--- config.mk ---
export PLATFORM = sky130hd
export DESIGN_NAME = utf8_text_validator_unit
export DESIGN_NICKNAME = d
export VERILOG_FILES = /design/src/hw/rtl/utv_pkg.sv /design/src/hw/rtl/utv_byte_check.sv /design/src/hw/rtl/utf8_text_validator_unit.sv
export SDC_FILE = /design/constraint.sdc
export NUM_CORES = 1
export LEC_CHECK = 0
export ABC_AREA = 1
export BUFFER_PORTS_ARGS = -buffer_cell sky130_fd_sc_hd__buf_2
export CAP_MARGIN = 20
export CORE_MARGIN = 1
export CORE_UTILIZATION = 55
export DETAILED_ROUTE_END_ITERATION = 8
export PLACE_DENSITY = 0.84
export SYNTH_ARGS = -nofsm -noshare
export SYNTH_HDL_FRONTEND = slang
export SYNTH_HIERARCHICAL = 1
export SYNTH_SLANG_ARGS = --single-unit
export TNS_END_PERCENT = 50
--- constraint.sdc ---
create_clock -name clk -period 2.3 [get_ports clk]
set_input_delay 0.345 -clock clk [delete_from_list [all_inputs] [get_ports clk]]
set_output_delay 0.345 -clock clk [all_outputs]
set_load 0.005 [all_outputs]
--- src/hw/rtl/utv_pkg.sv ---
// ---------------------------------------------------------------------------
// UTF-8 text validator package
// Shared types, verdict codes and the lead byte decoder.
// ---------------------------------------------------------------------------
`timescale 1ns / 1ps
`default_nettype none

package utv_pkg;

  // Verdict codes as they leave the block.
  typedef enum logic [2:0] {
    VERDICT_VALID     = 3'd0,
    VERDICT_BAD_LEAD  = 3'd1,
    VERDICT_BAD_CONT  = 3'd2,
    VERDICT_TRUNCATED = 3'd3,
    VERDICT_ALL_ASCII = 3'd4
  } verdict_t;

  // Held error codes; they share their values with the verdict codes.
  localparam logic [1:0] ERR_NONE      = 2'd0;
  localparam logic [1:0] ERR_BAD_LEAD  = 2'd1;
  localparam logic [1:0] ERR_BAD_CONT  = 2'd2;

  // Continuation count that marks an illegal lead byte.
  localparam logic [2:0] LEAD_ILLEGAL  = 3'd7;

  // Running state of one text.
  typedef struct packed {
    logic [2:0] pending;     // continuation bytes still expected
    logic       ascii_only;  // every byte so far was below 0x80
    logic [1:0] err;         // first error seen, sticky
  } utv_state_t;

  localparam utv_state_t STATE_CLEAR = '{pending: 3'd0, ascii_only: 1'b1, err: ERR_NONE};

  // Number of continuation bytes that follow a lead byte at or above 0x80.
  function automatic logic [2:0] lead_extra(input logic [7:0] b);
    logic [2:0] n;
    begin
      if (b >= 8'hFE)      n = LEAD_ILLEGAL;
      else if (b >= 8'hFC) n = 3'd5;
      else if (b >= 8'hF8) n = 3'd4;
      else if (b >= 8'hF0) n = 3'd3;
      else if (b >= 8'hE0) n = 3'd2;
      else if (b >= 8'hC0) n = 3'd1;
      else                 n = LEAD_ILLEGAL;
      return n;
    end
  endfunction

endpackage

`default_nettype wire

--- src/hw/rtl/utv_byte_check.sv ---
// ---------------------------------------------------------------------------
// UTF-8 byte checker
// Combinational state update for one byte and the verdict on a last byte.
// ---------------------------------------------------------------------------
`timescale 1ns / 1ps
`default_nettype none

module utv_byte_check (
  input  wire utv_pkg::utv_state_t state,
  input  wire logic [7:0]          text_byte,
  input  wire logic                last_byte,
  output utv_pkg::utv_state_t      state_next,
  output logic                     is_utf8,
  output utv_pkg::verdict_t        verdict_code
);
  import utv_pkg::*;

  utv_state_t upd;
  logic [2:0] n;

  assign n = lead_extra(text_byte);

  always_comb begin
    upd = state;
    if (state.err == ERR_NONE) begin
      if (text_byte[7]) begin
        upd.ascii_only = 1'b0;
      end
      if (state.pending == 3'd0) begin
        if (text_byte[7]) begin
          if (n == LEAD_ILLEGAL) begin
            upd.err = ERR_BAD_LEAD;
          end else begin
            upd.pending = n;
          end
        end
      end else if (text_byte[7:6] != 2'b10) begin
        upd.err = ERR_BAD_CONT;
      end else begin
        upd.pending = state.pending - 3'd1;
      end
    end
  end

  // A held error wins, then an open sequence, then an all-ASCII text.
  always_comb begin
    if (upd.err != ERR_NONE) begin
      verdict_code = verdict_t'({1'b0, upd.err});
    end else if (upd.pending != 3'd0) begin
      verdict_code = VERDICT_TRUNCATED;
    end else if (upd.ascii_only) begin
      verdict_code = VERDICT_ALL_ASCII;
    end else begin
      verdict_code = VERDICT_VALID;
    end
  end

  assign is_utf8    = (verdict_code == VERDICT_VALID);
  assign state_next = last_byte ? STATE_CLEAR : upd;

endmodule

`default_nettype wire

--- src/hw/rtl/utf8_text_validator_unit.sv ---
// ---------------------------------------------------------------------------
// UTF-8 text validator unit
// Checks a byte stream against six-byte UTF-8 and gives one verdict per text.
// ---------------------------------------------------------------------------
// Usage:
//   The input channel (in_valid/in_ready) carries one text byte per transfer,
//   with last_byte set on the final byte of a text. The output channel
//   (out_valid/out_ready) carries one verdict per text: is_utf8 and
//   verdict_code (valid, bad lead, bad continuation, truncated, all ASCII).
//   Bytes that are not last give no output transfer.
//   A byte taken at a clock edge lands in an input register and is checked
//   against the running state; on a last byte its verdict is loaded into
//   the result register, which drives out_valid. One byte per cycle is
//   sustained while no last byte waits for the result register; the state
//   update steps through a single byte at a time.
//   While a verdict waits in the result register, further bytes that are not
//   last keep flowing; only a last byte waits in the input register until
//   the result register is free, and then in_ready drops.
//   Synchronous reset empties both registers and returns the text state to
//   its initial value (no pending continuations, all ASCII, no error).
//   After each verdict the text state clears for the next text.
// ---------------------------------------------------------------------------
`timescale 1ns / 1ps
`default_nettype none

module utf8_text_validator_unit (
  input  wire logic       clk,
  input  wire logic       rst,
  input  wire logic       in_valid,
  output logic            in_ready,
  input  wire logic [7:0] text_byte,
  input  wire logic       last_byte,
  output logic            out_valid,
  input  wire logic       out_ready,
  output logic            is_utf8,
  output logic [2:0]      verdict_code
);
  import utv_pkg::*;

  // Input register.
  logic       in_full;
  logic [7:0] byte_q;
  logic       last_q;

  // Running text state.
  utv_state_t state;
  utv_state_t state_next;

  // Checker results for the byte in the input register.
  logic     chk_is_utf8;
  verdict_t chk_verdict;

  logic step;

  // A byte that is not last never needs the result register, so it always
  // proceeds; a last byte proceeds once the result register can take it.
  assign step     = in_full && (!last_q || !out_valid || out_ready);
  assign in_ready = !in_full || step;

  utv_byte_check u_check (
    .state        (state),
    .text_byte    (byte_q),
    .last_byte    (last_q),
    .state_next   (state_next),
    .is_utf8      (chk_is_utf8),
    .verdict_code (chk_verdict)
  );

  always_ff @(posedge clk) begin
    if (rst) begin
      in_full <= 1'b0;
    end else if (in_ready) begin
      in_full <= in_valid;
    end
  end

  always_ff @(posedge clk) begin
    if (in_valid && in_ready) begin
      byte_q <= text_byte;
      last_q <= last_byte;
    end
  end

  always_ff @(posedge clk) begin
    if (rst) begin
      state <= STATE_CLEAR;
    end else if (step) begin
      state <= state_next;
    end
  end

  // Result register.
  always_ff @(posedge clk) begin
    if (rst) begin
      out_valid <= 1'b0;
    end else if (step && last_q) begin
      out_valid <= 1'b1;
    end else if (out_ready) begin
      out_valid <= 1'b0;
    end
  end

  always_ff @(posedge clk) begin
    if (step && last_q) begin
      is_utf8      <= chk_is_utf8;
      verdict_code <= chk_verdict;
    end
  end

endmodule

`default_nettype wire

==> reports/qor.csv, run 1 <==
metric;value;unit
ctsHoldBuffers;0;
grt_max_degree;16;
worstPathArrival;2.15;ns
clkPwrFrac;0.219;
die_h;48.2;µm
dr_wl_met3;106;µm
p_per_area;599;nW/µm²
path_buf_inv;4;
p_comb_frac;0.243;
final_common_cell;nand2_1;
crit_family;simple AND/OR/NAND/NOR gates;
fin_crit;1.90;ns
port_buffers;17;
cp.depth;14;
nets;176;
cts_tree;done;
fp-row-count;16;
ctsHtreeMaxLevel;1;
core-area;1980;µm²
avgSynthCellArea;8.40;µm²
p_seq_frac;0.538;
peakVddDrop;0.439;mV
switchingPower;0.240;mW
crit_required;2.55;ns
area_delta_synth_final;10.9;%
cts_buffers;3;
fmax;526;MHz
path_common_cell;nand2_1;
crit_chain;inv_1 > ha_1 > ha_1 > inv_1 > o211ai_1 > nand2_1 > clkinv_1 > nand2_1 > nand2_1 > nor2_1 > inv_1 > nand3_2 > nand2_1 > nor2_1;
critPathKind;flip-flop to flip-flop;
switching_share;0.307;
finalClockSkew;0.00301;ns
whs_path_depth;2;
slew_violations;0;
tightest_slew;0.332;ns
highest_layer;met4;
post-cts-setup-buffer-count;0;
cpMaxStageDelayCell;dfxtp_1;
ant_nets;0;
met2_length;941;µm
status;complete, no violations;
antenna_cells;0;
crit_fanout;5;
cts_resized;0;
final.setup.tns;0;ns
wl_met1;794;µm
cts_sinks;20;
hold_viol;0;
die_w;48.2;µm
drc_errors;0;
clkTransAtPathRegs;0.11;ns
first_pass_iters;4;
cts-root-buf;clkbuf_4;
hp-class;input pin to flip-flop;
dr_total_vias;950;
synth_warnings;6;
rr_worst_depth;14;
maxCapViolCount;0;
leakage;0.619;nW
drive_above_1_share;0.294;
die_area;2330;µm²
rsz0062_at_grt;no;
place_area;1280;µm²
routed_wl;1890;µm
via_per_inst;5.08;
grt.total_usage;0.186;
start_kind;flip-flop;
clk_latency;0.31;ns
postSynthCellCount;140;
internal-power;0.542;mW
final_cell_mix;28 x nand2_1, 23 x inv_1, 17 x buf_2, 12 x nor2_1, 12 x edfxtp_1;
grt_pass1_vias;731;
relSlewSlack;0.779;
max_stage_delay;0.35;ns
wl_per_cell;10.1;µm
grt_antenna_before_repair;0;
final_cell_area;1300;µm²
ios;19;
syn_area;1180;µm²
finalSetupViolations;0;
dp_hpwl;1470;µm
grt_pass1_wl;2890;µm
syn-num-nets;155;
gr-total-overflow;0;
crit_path_end_kind;flip-flop;
initial_core_util;0.593;
drtIter0Drc;17;
clk_path_buf_depth;2;
gp_congestion;0.816;
min_period_over_period;0.826;
## metrics by stage
stage	hold WS (ns)	total power, mW	std cells	setup slack (ns)	utilization
floorplan	0.414	0.578	140	0.620	-
global placement	0.447	0.608	183	0.474	0.645
detailed placement	0.451	0.617	183	0.439	0.645
CTS	0.184	0.788	187	0.415	0.658
global route	0.170	0.837	187	0.243	0.658
finish	0.191	0.782	187	0.401	0.658
## cell type report
| cell class | count | area (µm²) |
|---|---|---|
| sequential | 20 | 520 |
| multi-input combinational | 89 | 522 |
| clock buffer | 3 | 22.5 |
| timing repair buffer | 18 | 92.6 |
| tap | 27 | 33.8 |
| clock inverter | 1 | 3.75 |
| fill | 163 | 678 |
| inverter | 29 | 109 |
## worst reg2reg max path: stages, from the launching register on
cell	delay, ns
dfxtp_1	0.35
inv_1	0.08
ha_1	0.20
ha_1	0.24
inv_1	0.20
o211ai_1	0.13
nand2_1	0.08
clkinv_1	0.05
nand2_1	0.07
nand2_1	0.09
nor2_1	0.10
inv_1	0.06
nand3_2	0.06
nand2_1	0.05
nor2_1	0.07
## power groups by stage
| stage | logic (mW) | registers (mW) | clock network, mW |
|---|---|---|---|
| 2_1_floorplan | 0.151 | 0.428 | 0 |
| 3_3_place_gp | 0.180 | 0.428 | 0 |
| 3_5_place_dp | 0.188 | 0.429 | 0 |
| 4_1_cts | 0.189 | 0.421 | 0.179 |
| 5_1_grt | 0.215 | 0.424 | 0.198 |
| 6_report | 0.190 | 0.421 | 0.171 |
## final timing paths
kind	start	endpoint	slack, ns
setup / recovery	state[3]$_SDFFE_PP0P_	state[5]$_SDFFE_PP0P_	0.40
hold / removal	rst	in_full$_SDFFE_PP0P_	0.19
setup reg to reg	state[3]$_SDFFE_PP0P_	state[5]$_SDFFE_PP0P_	0.40
hold reg to reg	state[2]$_SDFFE_PP1P_	state[2]$_SDFFE_PP1P_	0.47
## state kept, by name, indices dropped and copies added, names as in the netlist
name,cells
byte_q,7
state,6
verdict_code,3
in_full,1
is_utf8,1
last_q,1
out_valid,1
## layer usage
layer,global-route usage,vias to the layer above
met5,0,-
met4,0.133,0
met3,0.0333,5
met2,0.288,32
met1,0.231,425
li1,-,488
Note: power is estimated with default switching activity, not from simulation.
==> inputs of run 2 (changes only) <==
Settings changed: CORE_UTILIZATION 55 to 49, PLACE_DENSITY 0.84 to 0.79.
Clock period 2.3 ns to 1.72 ns, I/O delays scaled along.
==> reports/qor.csv, run 2 (synthesis results as in run 1) <==
metric;value;unit
status;complete, no violations;
port_buffers;17;
fp-row-count;17;
clkTransAtPathRegs;0.11;ns
drive_above_1_share;0.467;
dp_hpwl;1540;µm
hold_viol;0;
final_cell_area;1480;µm²
ctsHtreeMaxLevel;1;
die_h;51.0;µm
core-area;2230;µm²
crit_end;verdict_code[0]$_DFFE_PP_;
r2r-start;state[3]$_SDFFE_PP0P_;
crit_path_start;state[3]$_SDFFE_PP0P_;
crit_fanout;3;
min_from;rst;
min_period_over_period;0.985;
grt_antenna_before_repair;0;
place_area;1320;µm²
routed_wl;2240;µm
ctsHoldBuffers;0;
p_per_area;796;nW/µm²
top_usage_layer;met2;
multi_input_area;617;µm²
tightest_slew;0.341;ns
clk_latency;0.30;ns
peakVddDrop;0.562;mV
hold-worst-slack;0.108;ns
crit_required;1.79;ns
use_met1;0.204;
grt_max_degree;15;
drc_errors;0;
grt_pass1_wl;3390;µm
initial_core_util;0.527;
crit_path_end_kind;flip-flop;
cts_buffers;3;
first_pass_iters;5;
finalSetupViolations;0;
rsz0062_at_grt;yes;
final_cell_mix;22 x nand2_1, 18 x inv_1, 17 x buf_2, 12 x edfxtp_1, 11 x inv_2;
cts_sinks;20;
r2r_slack;0.03;ns
fin_crit;1.69;ns
worstPathArrival;1.77;ns
critPathKind;flip-flop to flip-flop;
post-route-util;0.663;
dr_total_vias;1026;
gp_congestion;0.838;
grt_util_met3;0.0387;
final_common_cell;nand2_1;
antenna_cells;0;
gr-total-overflow;0;
cts-root-buf;clkbuf_4;
relSlewSlack;0.773;
finalClockSkew;0.00996;ns
num-fill-cells;181;
clk_path_buf_depth;2;
nets;185;
largest_reg_flops;7;
slew_violations;0;
rr_worst_depth;12;
gr-usage-met2;0.298;
wl_per_cell;11.4;µm
leakage;0.678;nW
ios;19;
reg.largest.list;byte_q: 7 flops, state: 6 flops, verdict_code: 3 flops;
r2r-end;verdict_code[0]$_DFFE_PP_;
via_per_inst;5.21;
ant_nets;0;
drtIter0Drc;19;
final.setup.tns;0;ns
area_delta_synth_final;25.9;%
die_w;51.0;µm
seq_area;523;µm²
die_area;2600;µm²
fmax;590;MHz
grt_pass1_vias;841;
hp-class;input pin to flip-flop;
cts_tree;done;
grt.total_usage;0.175;
maxCapViolCount;0;
start_kind;flip-flop;
top_register;byte_q;
[run 2: changes by cell type in the layout (fill, tap and decap cells not counted), moves of 4 or more]
cell / delta
buf_4: +9
inv_1: -5
inv_2: +6
nand2_1: -6
nand2_2: +4
[run 2: area by class of cell]
class | instances | area share
multi-input combinational | 89 | 0.417
sequential | 20 | 0.353
timing repair buffer | 27 | 0.108
inverter | 29 | 0.0735
clock buffer | 4 | 0.0245
tap | 28 | 0.0237
[run 2: critical path, stage by stage (launching register included)]
cell and delay (ns):
dfxtp_2 0.36, inv_2 0.05, ha_4 0.15, ha_4 0.25
nand2_1 0.05, o211ai_1 0.08, nand2_1 0.08, inv_2 0.06
nand2_2 0.07, nand2_4 0.10, nand3_2 0.08, nand2_2 0.09
nand2_1 0.05
[run 2: per-layer routing]
layer	part of all wire	up-vias
li1	-	508
met1	0.41	484
met2	0.53	28
met3	0.035	6
met4	0.019	0
met5	0	-
[run 2: where the power goes]
part           internal [mW]  total, mW  switching, mW
Clock                  0.129      0.267          0.138
Sequential             0.542      0.565         0.0229
Combinational          0.144      0.347          0.202
Total                  0.815       1.18          0.363
[run 2: how the worst min path moves through the flow]
stage / endpoint / slack, ns / depth (start not counted)
after floorplan: in_full$_SDFFE_PP0P_ / 0.33 / 1
after global placement: in_full$_SDFFE_PP0P_ / 0.43 / 2
after detailed placement: in_full$_SDFFE_PP0P_ / 0.44 / 2
after CTS: in_full$_SDFFE_PP0P_ / 0.10 / 2
after global routing: in_full$_SDFFE_PP0P_ / 0.11 / 2
final: in_full$_SDFFE_PP0P_ / 0.11 / 2
[run 2: repair_timing]
item | in CTS | in global routing
setup endpoints to repair | 8 | 8
resized for setup | 5 | 24
buffers inserted | 0 | 4
pin swaps | 0 | 12
[run 2: stage by stage]
step                setup WS [ns]  std cells  total power [mW]
finish                     0.0261        197              1.18
global route              -0.0537        197              1.24
CTS                       -0.0134        193              1.11
detailed placement        -0.0473        189             0.842
global placement         -0.00586        189             0.830
floorplan                  0.0403        140             0.773
